<file path="config.mk">
export PLATFORM = sky130hd
export DESIGN_NAME = mint_front
export DESIGN_NICKNAME = d
export VERILOG_FILES = /design/src/rtl/core/mint_pkg.sv /design/src/rtl/core/mint_front.sv
export SDC_FILE = /design/constraint.sdc
export NUM_CORES = 1
export LEC_CHECK = 0
export ABC_CLOCK_PERIOD_IN_PS = 12510
export BUFFER_PORTS_ARGS = -buffer_cell sky130_fd_sc_hd__buf_2
export CAP_MARGIN = 20
export CORE_ASPECT_RATIO = 1.5
export CORE_MARGIN = 2
export CORE_UTILIZATION = 50
export DETAILED_ROUTE_END_ITERATION = 10
export PLACE_DENSITY = 0.74
export SYNTH_ARGS = -nofsm -noshare
export SYNTH_HDL_FRONTEND = slang
export SYNTH_SLANG_ARGS = --single-unit
</file>
<file path="constraint.sdc">
create_clock -name clk -period 12.51 [get_ports clk]
set_input_delay 1.251 -clock clk [delete_from_list [all_inputs] [get_ports clk]]
set_output_delay 1.251 -clock clk [all_outputs]
set_load 0.02 [all_outputs]
</file>
<file path="src/rtl/core/mint_pkg.sv">
// shared types and constants for the mac/ip neighbor table
package mint_pkg;
	localparam int TABLE_DEPTH = 16;
	localparam int IDX_W = $clog2(TABLE_DEPTH);
	localparam int CNT_W = $clog2(TABLE_DEPTH + 1);
	localparam int QUEUE_DEPTH = 2;
	localparam logic [15:0] AGE_TIMEOUT_RESET = 16'd5;

	typedef enum logic {
		ACT_ADD    = 1'b0,
		ACT_LOOKUP = 1'b1
	} action_t;

	typedef struct packed {
		logic        action;
		logic [47:0] mac_addr;
		logic        is_ipv4;
		logic [63:0] ip_high;
		logic [63:0] ip_low;
		logic [31:0] now_seconds;
	} req_t;

	typedef struct packed {
		logic        ok;
		logic [47:0] mac_out;
		logic [3:0]  entry_index;
	} rsp_t;

	// classified command handed from the front part to the back part
	typedef struct packed {
		action_t     act;
		logic [47:0] mac;
		logic        v4;
		logic [63:0] ip_hi;
		logic [63:0] ip_lo;
		logic [31:0] now;
	} cmd_t;

	typedef enum logic [1:0] {
		ST_IDLE,
		ST_SCAN,
		ST_WRITE,
		ST_DONE
	} state_t;
endpackage

</file>
<file path="src/rtl/core/mint_front.sv">
// front part: accepts items, normalizes ipv4 fields and queues commands
module mint_front (
	input  logic          clk,
	input  logic          arst_n,
	input  logic          in_valid,
	output logic          in_stall,
	input  mint_pkg::req_t in_data,
	output logic          cmd_valid,
	input  logic          cmd_take,
	output mint_pkg::cmd_t cmd_data
);
	import mint_pkg::*;

	localparam int PW = $clog2(QUEUE_DEPTH);

	cmd_t            mem_q [QUEUE_DEPTH];
	logic [PW-1:0]   wr_ptr_q;
	logic [PW-1:0]   rd_ptr_q;
	logic [PW:0]     count_q;
	cmd_t            cls;
	logic            push;
	logic            pop;

	// classify: ipv4 keeps low 32 bits, upper half zero
	always_comb begin
		cls.act   = action_t'(in_data.action);
		cls.mac   = in_data.mac_addr;
		cls.v4    = in_data.is_ipv4;
		cls.ip_hi = in_data.is_ipv4 ? 64'd0 : in_data.ip_high;
		cls.ip_lo = in_data.is_ipv4 ? {32'd0, in_data.ip_low[31:0]} : in_data.ip_low;
		cls.now   = in_data.now_seconds;
	end

	assign in_stall  = (count_q == (PW+1)'(QUEUE_DEPTH));
	assign push      = in_valid && !in_stall;
	assign cmd_valid = (count_q != '0);
	assign pop       = cmd_valid && cmd_take;
	assign cmd_data  = mem_q[rd_ptr_q];

	// queue storage
	always_ff @(posedge clk) begin
		if (push) begin
			mem_q[wr_ptr_q] <= cls;
		end
	end

	// queue pointers
	always_ff @(posedge clk or negedge arst_n) begin
		if (!arst_n) begin
			wr_ptr_q <= '0;
			rd_ptr_q <= '0;
			count_q  <= '0;
		end else begin
			if (push) begin
				wr_ptr_q <= wr_ptr_q + 1'b1;
			end
			if (pop) begin
				rd_ptr_q <= rd_ptr_q + 1'b1;
			end
			count_q <= count_q + (PW+1)'(push) - (PW+1)'(pop);
		end
	end

	assert property (@(posedge clk) disable iff (!arst_n)
		count_q <= (PW+1)'(QUEUE_DEPTH))
		else $error("queue count overflow");
	assert property (@(posedge clk) disable iff (!arst_n)
		(count_q == '0) |-> !pop)
		else $error("pop from empty queue");
	assert property (@(posedge clk) disable iff (!arst_n)
		(push && !pop) |=> (count_q == $past(count_q) + 1'b1))
		else $error("queue count did not advance");
endmodule

</file>
; ---- Yosys cells after proc, flatten, opt, wreduce, memory -nomap -nowiden
; Memory sizes are Yosys's and may differ from the RTL's.
; Cells that the tools add are included.
[op_classes]
eq_ne = 1
n_reduce_logical = 4
n_mux = 4
addsub = 4
bitwise_logic = 0
magnitude_cmp = 0
shift = 0
div_mod_pow = 0
mul = 0
[op_table]
columns = cell, count
row1 = 2-to-1 mux 64 bit, 2
row2 = adder 1 bit (second input constant), 2
row3 = adder 2 x 1 -> 2 bit, 1
row4 = equality test 2 bit (second input constant), 1
row5 = logical AND 1 bit, 2
row6 = 2-to-1 mux 1 bit, 2
row7 = nonzero test 2 bit, 1
row8 = subtractor 2 x 1 -> 2 bit, 1
row9 = zero test 1 bit, 1
[word_totals]
latchBits = 0
mem_bits_ro = 0
out_inout_bits = 212
word_cells = 17
regBits = 4
n_memories = 1
in_bits = 214
ramBits = 420
[memory_table]
columns = name, depth, width, rd, rd_ports_with_merged_regs, write_ports, line_no
row1 = mem_q, 2, 210, 1, 0, 1, mint_front.sv:16  ; cmd_t mem_q [QUEUE_DEPTH];

; ---- Depth between registers and ports, before layout
[logic_depth]
word_depth = 5
depth_mapped = 7
ltp_nobuf = 7

; ---- Worst setup path before layout
; OpenSTA, ideal clock, no wires.
[synth_timing]
kind = input to register
startpoint = input port in_valid
endpoint = memory mem_q[0][0] in the netlist's numbering, enable pin
arrival_time_ns = 10.050
cell_stages = 2
setup_time_ns = 0.784
required_time_ns = 11.726
path_buffers = 0
path_slack_ns = 1.677
path_cell_list = nand2_1 nor2_1
[synth_between]
elab_chain_len = 3
[synth_lines]
columns = element, line_no
row1 = "start, declared", mint_front.sv:5  ; input logic in_valid,
row2 = logical AND 1 bit, mint_front.sv:35  ; assign push = in_valid && !in_stall;
row3 = 2-to-1 mux 1 bit, mint_front.sv:42  ; if (push) begin
row4 = 2-to-1 mux 1 bit (not written as such), mint_front.sv:43  ; mem_q[wr_ptr_q] <= cls;
row5 = "end, declared", mint_front.sv:16
; No other way between the ends.

==> results.json <==
{
  "ys_seq_area_share_pct": 79.1,
  "drt.antenna.violating_nets": 0,
  "ctsHoldBuffers": 0,
  "powerDensity_mw_per_mm2": 240,
  "synth_area_leaders": "edfxtp_1 78%, mux2_2 15%, nor2b_1 3.7%",
  "worstPathArrival_ns": 2.86,
  "num_rows": 80,
  "final.setup.tns_ns": 0,
  "reg2reg_to": "mem_q[0][60]$_DFFE_PP_",
  "finalSetupViolCount": 0,
  "routedWlPerCell_um": 19.7,
  "die-area_mm2": 0.0336,
  "cts.path.max_buffers": 3,
  "numCtsBuffers": 39,
  "cts_root_buffer": "clkbuf_16",
  "drc": 0,
  "rsz0062_at_grt": "false",
  "final_common_cell": "buf_2",
  "cts_tree": "yes",
  "synth_cells": 777,
  "r2r-start": "count_q[1]$_DFF_PN0_",
  "rrSetupSlack_ns": 9.26,
  "crit_start": "rd_ptr_q$_DFFE_PN0P_",
  "status": "completed",
  "antenna_found_initial": 16,
  "ys_ff_latch": 424,
  "use_met2_pct": 33.4,
  "ir_drop_uv": 168,
  "cp.required_ns": 11.26,
  "worstMarginPinSlew_ns": 1.03,
  "final_nets": 1436,
  "slew_headroom_pct": 31.0,
  "max_stage_delay_ns": 0.68,
  "grtUsageMet3_pct": 4.73,
  "clock.fmax_ghz": 0.243,
  "post_cts.repair.setup_buffers": 0,
  "drt_iter0_drc": 332,
  "grt_busiest_layer": "met2",
  "gp_congestion": 0.802,
  "ios": 426,
  "met1_usage_pct": 19.5,
  "finalCritPeriodShare_pct": 32.8,
  "crit_path_end_kind": "primary output",
  "first_global_vias": 8830,
  "io_buffers": 425,
  "yosysTopAreaCell": "edfxtp_1",
  "avgSynthCellArea_um2": 20.7,
  "synthArstFlopShare_pct": 0.943,
  "leakagePower_nw": 7.45,
  "cp-start-kind": "flop",
  "finalHoldViolCount": 0,
  "dieWidth_um": 150,
  "utilization_pct": 62.5,
  "period_minus_slack_ns": 4.11,
  "synth_nets": 993,
  "ctsResizeCount": 0,
  "path_cells": "buf_16 > buf_4 > mux2_2 > buf_2",
  "clk_latency_ns": 0.52,
  "cp-endpoint": "cmd_data[106]",
  "syn_area_mm2": 0.0161,
  "area_growth_pct": 23.4,
  "start_util_pct": 50.6,
  "drive_above_1_share_pct": 56.4,
  "dp_hpwl_mm": 22.2,
  "worstSetupPathType": "reg -> out",
  "htree_num_levels": 2,
  "drt-total-wl_mm": 33.0,
  "grtUsageTotal_pct": 18.7,
  "clk_pin_slew_worst_paths_ns": 0.06,
  "yosysUniqueCellTypes": 17,
  "drv_slew": 0,
  "synth.top_cell.area_share_pct": 78.5,
  "cts.sinks": 424,
  "grt_max_degree": 84,
  "maxCapViolations": 0,
  "viasPerCell": 4.99,
  "yosys_warnings": 0,
  "cp_max_fo": 57,
  "grt_overflow_total": 0,
  "crit_slowest_cell": "dfrtp_4",
  "hp-class": "reg -> reg",
  "finalClockSkew_ns": 0.00934,
  "layout_common_cells": "424 x buf_2, 420 x edfxtp_1, 210 x mux2_2",
  "grt_pass1_wl_mm": 47.2,
  "ys.flop_type": "edfxtp_1",
  "num_vias": 8365,
  "synth_edf_count": 420,
  "drt_first_pass_iters": 6,
  "core_mm2": 0.0317,
  "dieHeight_um": 224,
  "ff2ff_path_depth": 5
}
final cells by class:
cell class                      instances  area (µm²)
Clock buffer                           47        1050
Tap cell                              410         513
Timing Repair Buffer                  435        2220
Clock inverter                         23         211
Sequential cell                       424       12700
Inverter                                2        7.51
Fill cell                            2302       11900
Multi-Input combinational cell        318        3070
Antenna cell                           16        40.0
cells in the mapped netlist, types with 2 or more instances:
| cell | n |
|---|---|
| mux2_2 | 210 |
| clkbuf_1 | 5 |
| edfxtp_1 | 420 |
| xnor2_1 | 3 |
| buf_6 | 21 |
| dfrtp_1 | 4 |
| buf_2 | 7 |
| inv_1 | 2 |
| nor2b_1 | 96 |
| ha_1 | 2 |
sequential cells by signal, indices dropped and copies added (netlist names):
signal    cells
rd_ptr_q      1
wr_ptr_q      1
mem_q       420
count_q       2
worst min-delay path by stage:
stage | startpoint | endpoint | slack [ns] | cells past startpoint
2_1_floorplan | count_q[1]$_DFF_PN0_ | count_q[1]$_DFF_PN0_ | 0.46 | 1
3_3_place_gp | count_q[1]$_DFF_PN0_ | count_q[1]$_DFF_PN0_ | 0.48 | 1
3_5_place_dp | count_q[1]$_DFF_PN0_ | count_q[1]$_DFF_PN0_ | 0.49 | 1
4_1_cts | count_q[1]$_DFF_PN0_ | count_q[1]$_DFF_PN0_ | 0.50 | 1
5_1_grt | arst_n | wr_ptr_q$_DFFE_PN0P_ | 0.52 | 1
6_report | count_q[1]$_DFF_PN0_ | count_q[1]$_DFF_PN0_ | 0.49 | 1
power breakdown:
group	internal (mW)	switching (mW)	total (mW)	leakage, nW
Combinational	0.590	0.980	1.57	2.84
Sequential	1.95	0.0838	2.03	3.99
Clock	0.680	0.484	1.16	0.621
kinds of logic (layout without fill, tap and decap cells):
group,after synthesis,in the layout,synth area share (%)
flops,424,424,79.1
buf+inv,35,507,1.85
other cells,0,16,0
fa+ha+maj,2,2,0.156
xor+xnor,4,4,0.218
simple gates,102,102,3.94
mux,210,210,14.7
per-stage QoR:
step	instance area [µm²]	hold slack, ns	total power, mW	std cells	worst slack, ns
after floorplan	16100	0.460	3.26	777	1.68
after global placement	18500	0.481	3.62	1588	8.44
after detailed placement	18500	0.491	3.65	1588	8.44
after CTS	19800	0.496	4.82	1658	7.85
after global routing	19800	0.516	4.97	1675	8.25
final	19800	0.495	4.77	1675	8.40
critical path, delay by kind of cell (launching register included):
kind / cells / cell delay (ns)
mux: 1 / 0.43
buf+inv: 3 / 1.15
flops: 1 / 0.68
layer usage:
layer | vias up | wire length, µm
li1 | 3891 | -
met1 | 4087 | 11300
met2 | 308 | 17800
met3 | 79 | 2220
met4 | 0 | 1560
met5 | - | 0
No activity file was read; power rests on OpenSTA's default activity.
