### config.mk
export PLATFORM = sky130hd
export DESIGN_NAME = mint_back
export DESIGN_NICKNAME = d
export VERILOG_FILES = /design/src/rtl/core/mint_pkg.sv /design/src/rtl/core/mint_back.sv
export SDC_FILE = /design/constraint.sdc
export NUM_CORES = 2
export LEC_CHECK = 0
export BUFFER_PORTS_ARGS = -buffer_cell sky130_fd_sc_hd__buf_4
export CAP_MARGIN = 10
export CORE_AREA = 2 2 394 787
export DETAILED_ROUTE_END_ITERATION = 7
export DIE_AREA = 0 0 396 789
export PLACE_DENSITY_LB_ADDON = 0.25
export SYNTH_ARGS = -nofsm -noshare
export SYNTH_HDL_FRONTEND = slang
export SYNTH_SLANG_ARGS = --single-unit
### constraint.sdc
create_clock -name clk -period 39.2 [get_ports clk]
set_input_delay 1.96 -clock clk [delete_from_list [all_inputs] [get_ports clk]]
set_output_delay 1.96 -clock clk [all_outputs]
set_load 0.02 [all_outputs]
### src/rtl/core/mint_pkg.sv
// shared types and constants for the mac/ip neighbor table
package mint_pkg;
	localparam int TABLE_DEPTH = 16;
	localparam int IDX_W = $clog2(TABLE_DEPTH);
	localparam int CNT_W = $clog2(TABLE_DEPTH + 1);
	localparam int QUEUE_DEPTH = 2;
	localparam logic [15:0] AGE_TIMEOUT_RESET = 16'd5;

	typedef enum logic {
		ACT_ADD    = 1'b0,
		ACT_LOOKUP = 1'b1
	} action_t;

	typedef struct packed {
		logic        action;
		logic [47:0] mac_addr;
		logic        is_ipv4;
		logic [63:0] ip_high;
		logic [63:0] ip_low;
		logic [31:0] now_seconds;
	} req_t;

	typedef struct packed {
		logic        ok;
		logic [47:0] mac_out;
		logic [3:0]  entry_index;
	} rsp_t;

	// classified command handed from the front part to the back part
	typedef struct packed {
		action_t     act;
		logic [47:0] mac;
		logic        v4;
		logic [63:0] ip_hi;
		logic [63:0] ip_lo;
		logic [31:0] now;
	} cmd_t;

	typedef enum logic [1:0] {
		ST_IDLE,
		ST_SCAN,
		ST_WRITE,
		ST_DONE
	} state_t;
endpackage

### src/rtl/core/mint_back.sv
// back part: scans the table one entry per cycle and updates it
module mint_back (
	input  logic           clk,
	input  logic           arst_n,
	input  logic           cmd_valid,
	output logic           cmd_take,
	input  mint_pkg::cmd_t cmd_data,
	input  logic [15:0]    age_timeout,
	output logic           out_valid,
	input  logic           out_stall,
	output mint_pkg::rsp_t out_data
);
	import mint_pkg::*;

	// table storage
	logic [47:0] tab_mac_q   [TABLE_DEPTH];
	logic        tab_v4_q    [TABLE_DEPTH];
	logic [63:0] tab_hi_q    [TABLE_DEPTH];
	logic [63:0] tab_lo_q    [TABLE_DEPTH];
	logic [31:0] tab_stamp_q [TABLE_DEPTH];

	state_t           state_q, state_d;
	cmd_t             cmd_q;
	logic [CNT_W-1:0] fill_q;
	logic [CNT_W-1:0] scan_q;
	logic             found_q;
	logic [IDX_W-1:0] hit_q;
	logic             have_old_q;
	logic [IDX_W-1:0] old_q;
	logic [31:0]      old_age_q;
	logic             out_valid_q;
	rsp_t             res_q;
	rsp_t             out_q;

	logic [IDX_W-1:0] si;
	logic             scan_end;
	logic             match;
	logic [31:0]      age;
	logic             do_write;
	logic [IDX_W-1:0] wr_idx;
	logic             grow;

	assign si       = scan_q[IDX_W-1:0];
	assign scan_end = (scan_q >= fill_q) || found_q;
	assign age      = cmd_q.now - tab_stamp_q[si];

	// match of the entry under scan
	always_comb begin
		if (cmd_q.act == ACT_LOOKUP) begin
			match = (tab_v4_q[si] == cmd_q.v4) && (tab_lo_q[si] == cmd_q.ip_lo)
				&& (tab_hi_q[si] == cmd_q.ip_hi);
		end else begin
			match = (tab_mac_q[si] == cmd_q.mac);
		end
	end

	// add target resolution after scan
	always_comb begin
		grow     = 1'b0;
		do_write = 1'b0;
		wr_idx   = hit_q;
		if (found_q) begin
			do_write = 1'b1;
		end else if (fill_q < CNT_W'(TABLE_DEPTH)) begin
			grow     = 1'b1;
			do_write = 1'b1;
			wr_idx   = fill_q[IDX_W-1:0];
		end else if (have_old_q && (old_age_q > {16'd0, age_timeout})) begin
			do_write = 1'b1;
			wr_idx   = old_q;
		end
	end

	// next state
	always_comb begin
		state_d = state_q;
		case (state_q)
			ST_IDLE: begin
				if (cmd_valid) begin
					state_d = ST_SCAN;
				end
			end
			ST_SCAN: begin
				if (scan_end) begin
					state_d = (cmd_q.act == ACT_ADD) ? ST_WRITE : ST_DONE;
				end
			end
			ST_WRITE: state_d = ST_DONE;
			ST_DONE: begin
				if (!out_valid_q || !out_stall) begin
					state_d = ST_IDLE;
				end
			end
			default: state_d = ST_IDLE;
		endcase
	end

	// outputs of the sequencer
	always_comb begin
		cmd_take = 1'b0;
		case (state_q)
			ST_IDLE: cmd_take = cmd_valid;
			default: cmd_take = 1'b0;
		endcase
	end

	// sequencer state, fill count and output register
	always_ff @(posedge clk or negedge arst_n) begin
		if (!arst_n) begin
			state_q     <= ST_IDLE;
			fill_q      <= '0;
			out_valid_q <= 1'b0;
			out_q       <= '0;
		end else begin
			state_q <= state_d;
			if (state_q == ST_DONE && (!out_valid_q || !out_stall)) begin
				out_valid_q <= 1'b1;
				out_q       <= res_q;
			end else if (out_valid_q && !out_stall) begin
				out_valid_q <= 1'b0;
			end
			if (state_q == ST_WRITE && grow) begin
				fill_q <= fill_q + 1'b1;
			end
		end
	end

	// scan datapath
	always_ff @(posedge clk) begin
		case (state_q)
			ST_IDLE: begin
				cmd_q      <= cmd_data;
				scan_q     <= '0;
				found_q    <= 1'b0;
				hit_q      <= '0;
				have_old_q <= 1'b0;
				old_q      <= '0;
				old_age_q  <= '0;
				res_q      <= '0;
			end
			ST_SCAN: begin
				if (!scan_end) begin
					scan_q <= scan_q + 1'b1;
					if (match) begin
						found_q <= 1'b1;
						hit_q   <= si;
					end else if (!have_old_q || age > old_age_q) begin
						have_old_q <= 1'b1;
						old_q      <= si;
						old_age_q  <= age;
					end
				end else if (cmd_q.act == ACT_LOOKUP && found_q) begin
					res_q.ok          <= 1'b1;
					res_q.mac_out     <= tab_mac_q[hit_q];
					res_q.entry_index <= 4'(hit_q);
				end
			end
			ST_WRITE: begin
				if (do_write) begin
					tab_mac_q[wr_idx]   <= cmd_q.mac;
					tab_v4_q[wr_idx]    <= cmd_q.v4;
					tab_hi_q[wr_idx]    <= cmd_q.ip_hi;
					tab_lo_q[wr_idx]    <= cmd_q.ip_lo;
					tab_stamp_q[wr_idx] <= cmd_q.now;
					res_q.ok            <= 1'b1;
					res_q.entry_index   <= 4'(wr_idx);
				end
			end
			default: begin
			end
		endcase
	end

	assign out_valid = out_valid_q;
	assign out_data  = out_q;

	assert property (@(posedge clk) disable iff (!arst_n)
		fill_q <= CNT_W'(TABLE_DEPTH))
		else $error("fill count past table depth");
	assert property (@(posedge clk) disable iff (!arst_n)
		(out_valid_q && out_stall) |=> out_valid_q)
		else $error("stalled result dropped");
	assert property (@(posedge clk) disable iff (!arst_n)
		(state_q == ST_SCAN) |-> (scan_q <= fill_q))
		else $error("scan past fill count");
	assert property (@(posedge clk) disable iff (!arst_n)
		cmd_take |-> (state_q == ST_IDLE && cmd_valid))
		else $error("command taken while busy");
endmodule

## Yosys cells after proc, flatten, opt, wreduce, memory -nomap -nowiden

Memory sizes are Yosys's and may differ from the RTL's. A register that Yosys moved wholly into a read port is not among the register bits.
Index checks and enable logic that the tools add are counted.

- Memories: 5
- Flip-flop bits (word level): 371
- Memory bits (writable): 3344
- Bits of input ports: 230
- ROM bits: 0
- Latch bits: 0

- Equality and inequality tests: 16
- Div/mod/pow operators: 0
- Shift-type cells: 0
- Bitwise logic cells: 0
- $add $sub $neg: 3
- $mul: 0
- Order comparisons: 4
- Reduce and logical (&&, ||, !) cells: 23
- Mux-type cells: 53

Memory list:

| memory | words | bits a word | read ports | clocked after Yosys merged registers in | write ports | line | RTL |
|---|---|---|---|---|---|---|---|
| tab_hi_q | 16 | 64 | 1 | 1 | 1 | mint_back.sv:18 | `logic [63:0] tab_hi_q [TABLE_DEPTH];` |
| tab_lo_q | 16 | 64 | 1 | 1 | 1 | mint_back.sv:19 | `logic [63:0] tab_lo_q [TABLE_DEPTH];` |
| tab_mac_q | 16 | 48 | 2 | 2 | 1 | mint_back.sv:16 | `logic [47:0] tab_mac_q [TABLE_DEPTH];` |
| tab_stamp_q | 16 | 32 | 1 | 1 | 1 | mint_back.sv:20 | `logic [31:0] tab_stamp_q [TABLE_DEPTH];` |
| tab_v4_q | 16 | 1 | 1 | 1 | 1 | mint_back.sv:17 | `logic tab_v4_q [TABLE_DEPTH];` |

Operators by type and width:

| kind | number |
|---|---|
| == test 64 bit | 2 |
| two-way mux 53 bit | 2 |
| two-way mux 32 bit | 3 |
| one-hot mux 48 bit (2 select lines) | 1 |
| one-hot mux 32 bit (2 select lines) | 1 |
| two-way mux 4 bit | 15 |
| == test 48 bit | 1 |
| > comparator 32 x 16 -> 1 bit | 1 |
| > comparator 32 bit | 1 |
| subtractor 32 bit | 1 |
| two-way mux 1 bit | 19 |
| inequality test 2 bit (second input constant) | 9 |
| one-hot mux 4 bit (2 select lines) | 2 |
| one-hot mux 4 bit (3 select lines) | 1 |
| adder 5 x 1 -> 5 bit (second input constant) | 2 |
| one-hot mux 5 bit (2 select lines) | 1 |
| AND reduction 3 bit | 3 |
| one-hot mux 2 bit (4 select lines) | 1 |
| AND reduction 4 bit | 2 |
| logical AND 1 bit | 7 |
| two-way mux 2 bit | 3 |
| >= comparator 5 bit | 1 |
| less-than comparator 5 bit (second input constant) | 1 |
| two-way mux 5 bit | 1 |
| other kinds (11) | 18 |

## Depth between registers and ports, before layout

- Depth in word-level cells: 8
- Mapped depth: 34
- Mapped depth without buffers: 25

## Worst setup path before layout

Ideal clock, no wire load.

- Kind: input to register
- Start point: in age_timeout[1]
- End point: mem tab_hi_q[3][0] (enable)
- Arrival time: 25.709 ns
- Stages on the path: 13
- Library setup time: 1.365 ns
- Path buffers: 1
- Path slack: 12.126 ns
- Cell sequence: inv_1 > ha_1 > nor2b_1 > o21a_1 > o21a_1 > o21a_1 > o21ai_0 > a21oi_1 > o21ai_1 > mux2_2 > a21oi_1 > clkbuf_1 > nor4b_1

- Word-level cells in the longest chain between the ends: 8

RTL lines:

| what | line | RTL |
|---|---|---|
| start, declared | mint_back.sv:8 | `input logic [15:0] age_timeout,` |
| > comparator 32 x 16 -> 1 bit (*) | mint_back.sv:68 | `end else if (have_old_q && (old_age_q > {16'd0, age_timeout})) begin` |
| logical AND 1 bit (*) | mint_back.sv:68 |  |
| two-way mux 1 bit | mint_back.sv:68 |  |
| two-way mux 1 bit | mint_back.sv:64 | `end else if (fill_q < CNT_W'(TABLE_DEPTH)) begin` |
| two-way mux 1 bit | mint_back.sv:62 | `if (found_q) begin` |
| two-way mux 1 bit | mint_back.sv:159 | `if (do_write) begin` |
| two-way mux 1 bit | mint_back.sv:130 | `case (state_q)` |
| two-way mux 1 bit (implied by the code) | mint_back.sv:162 | `tab_hi_q[wr_idx] <= cmd_q.ip_hi;` |
| end, declared | mint_back.sv:18 |  |

Every way passes the cells marked *; elsewhere a longest branch is shown, timed or not.

==> results_dict.tcl <==
set metrics [dict create \
    synth_area_per_cell_um2 20.6 \
    grt_setup_unrepaired "no" \
    drt_drc_violations_left 0 \
    pwr-share-clk 0.243 \
    wl_met1_mm 164 \
    cap_violations 0 \
    postSynthCellCount 7418 \
    ant_nets 0 \
    wire_per_inst_um 34.4 \
    p_per_area_mw_per_mm2 80.3 \
    yosys_warnings 0 \
    synth_cell_types 89 \
    portBuffers 284 \
    multiInputGateArea_mm2 0.0388 \
    coreArea_mm2 0.307 \
    drive_above_1_share 0.263 \
    fin_nets 8189 \
    cts_buffer_depth 4 \
    p_leak_nw 54.9 \
    crit_type "reg2reg" \
    insertion_delay_ns 0.96 \
    syn2layout_area_growth_pct 11.9 \
    yosysMostFrequentCell "edfxtp_1" \
    seq_area_mm2 0.111 \
    slew_viol_final 0 \
    skew_ns 0.0911 \
    fin_cells 12200 \
    synth_edf_count 3654 \
    syn_nets 7740 \
    tightest_slew_ns 1.24 \
    synth_seq_cells 3723 \
    wl_met3_mm 40.8 \
    hp-class "reg2reg" \
    grt_max_degree 120 \
    synthTopCellsByArea "edfxtp_1 72%, mux4_2 15%, mux2i_1 2.6%" \
    ys_seq_area_frac 0.730 \
    antenna_found_initial 21 \
    grt_pass1_wl_mm 594 \
    comb_power_share 0.350 \
    crit_chain "buf_12 > buf_4 > buf_4 > buf_4 > buf_4 > mux4_2 > o21ai_1 > o2bb2ai_1 > or4_1 > or4_1 > nor4_1 > nand4_1 > o211ai_1 > a21boi_4 > buf_4" \
    rows 288 \
    max_freq_mhz 102 \
    grt.overflow.total 0 \
    io_pins 285 \
    seqPwrFrac 0.407 \
    cts_resized 0 \
    htree_levels 5 \
    critPathMaxStageDelay_ns 0.98 \
    setup_tns_ns 0 \
    fin_util 0.557 \
    dp.final_hpwl_mm 244 \
    vias_per_cell 6.53 \
    fp.dieArea_mm2 0.312 \
    critPathLaunchType "flip-flop" \
    critical-path-top-delay-family "buffers and inverters" \
    vias 79600 \
    irDropWorstVdd_mv 0.0575 \
    root_buffer "clkbuf_16" \
    cts_buffers 330 \
    clock_sinks 3723 \
    place_inst 11600 \
    end_kind "flip-flop" \
    switching_share 0.352 \
    setup_viol 0 \
    outcome "finished, final reports clean" \
    grt_usage 0.267 \
    firstDrtPassIters 5 \
    nFillCells 22700 \
    cts_hold_buf 0 \
    start_util 0.498 \
    slew_headroom 0.154 \
    layout_min_cycle_time_ns 9.85 \
    gp_congestion 0.901 \
    cts_tree "yes" \
    hold_violations 0 \
    grt_pass1_vias 78500 \
    routed-wl-met2_mm 198 \
    required_ns 39.78 \
    top_layer "met5" \
    layout_worst_path_cycle_share 0.251 \
    p_sw_mw 4.83 \
    crit_top_cell "buf_4" \
    synth_flop_cell "edfxtp_1" \
    critPathBufInv 6 \
    finalWirelength_mm 419 \
    cts_setup_buffers 0 \
    async_reset_ff_frac 0.0164 \
    synthTopCellsByCount "3654 x edfxtp_1, 991 x mux4_2, 394 x mux2i_1" \
    synth_area_mm2 0.153 \
    cp_max_fo 91 \
    die_h_um 789 \
    synth_top_area_frac 0.719 \
    crit_slowest_cell "dfxtp_4" \
    dieWidth_um 396 \
    internal_power_mw 8.88 \
    drt_iter0_drc 10900 \
    crit_arrival_ns 10.43 \
    path_clk_slew_ns 0.07 \
    yosys.area.top_type "edfxtp_1" \
]
## registers in the layout, indices dropped and copies added, names as in the netlist, 2 cells and up, named ones only
name,flops
out_data,53
old_q,4
tab_stamp_q,512
res_q,53
state_q,2
fill_q,5
tab_mac_q,768
hit_q,4
tab_lo_q,1024
tab_v4_q,16
scan_q,5
tab_hi_q,1024
cmd_q,210
old_age_q,32
## metrics by stage
stage	total power, mW	hold slack [ns]	worst slack (ns)	instance area, µm²
after global placement	10.4	0.456	29.30	160000
final	13.7	0.461	29.35	171000
after global routing	14.2	0.473	28.79	171000
after detailed placement	10.4	0.462	29.31	160000
after CTS	13.8	0.461	29.24	171000
after floorplan	8.78	0.454	12.13	153000
## metal layers
layer | vias to the layer above | GRT usage
li1 | 31900 | -
met1 | 42400 | 0.380
met2 | 4495 | 0.416
met3 | 780 | 0.0493
met4 | 8 | 0.0945
met5 | - | 0
## worst paths after layout
path | start | end | slack [ns] | cells past startpoint
hold / removal | res_q[5]$_SDFFCE_PN0P_ | out_data[5]$_DFFE_PN0P_ | 0.46 | 1
min in group asynchronous | arst_n | out_data[19]$_DFFE_PN0P_ | 0.84 | 1
max in group asynchronous | arst_n | fill_q[2]$_DFFE_PN0P_ | 37.17 | 2
setup reg to reg | flip-flop | old_age_q[23]$_SDFFCE_PN0P_ | 29.35 | 15
setup / recovery | flip-flop | old_age_q[23]$_SDFFCE_PN0P_ | 29.35 | 15
hold reg to reg | res_q[5]$_SDFFCE_PN0P_ | out_data[5]$_DFFE_PN0P_ | 0.46 | 1
## cell type report
type,count,share of cell area
multi-input cells,3165,0.227
clock inverters,215,0.0142
repair buffers,497,0.0232
inverters,150,0.00341
clock buffers,378,0.0497
diodes,3,0.0000440
well taps,4060,0.0297
flip-flops and latches,3723,0.653
## cells in the final DEF, fill, tap and decap left out, drive strengths merged, types with 27 or more instances in the layout
master,instances
xnor2,101
a221oi,38
nand3,53
nor2,140
a22oi,93
edfxtp,3654
nand2b,27
mux2,90
clkbuf,378
o21ai,111
a21o,32
nor4,33
ha,91
nand2,193
buf,497
bufinv,43
mux2i,394
inv,165
nand4,35
o22ai,61
dfrtp,61
a21oi,101
and2,90
nor2b,33
xor2,71
and3,28
clkinv,132
nor3,45
mux4,991
## cell families (layout without fill, tap and decap cells)
logic type / count (synthesis) / in the layout / synth area share
flops: 3723 / 3723 / 0.730
mux: 1475 / 1475 / 0.179
simple gates: 727 / 727 / 0.0241
compound gates: 699 / 699 / 0.0325
buf+inv: 530 / 1240 / 0.0170
xor+xnor: 172 / 172 / 0.00987
fa+ha+maj: 92 / 92 / 0.00759
other cells: 0 / 3 / 0
## power by group through the flow
stage | clock network [mW] | logic, mW | registers [mW]
final | 3.34 | 4.79 | 5.58
after global routing | 3.53 | 5.06 | 5.64
after CTS | 3.39 | 4.79 | 5.58
after detailed placement | 0 | 4.77 | 5.66
after global placement | 0 | 4.75 | 5.64
after floorplan | 0 | 3.15 | 5.62
No activity file was read; power rests on OpenSTA's default activity.
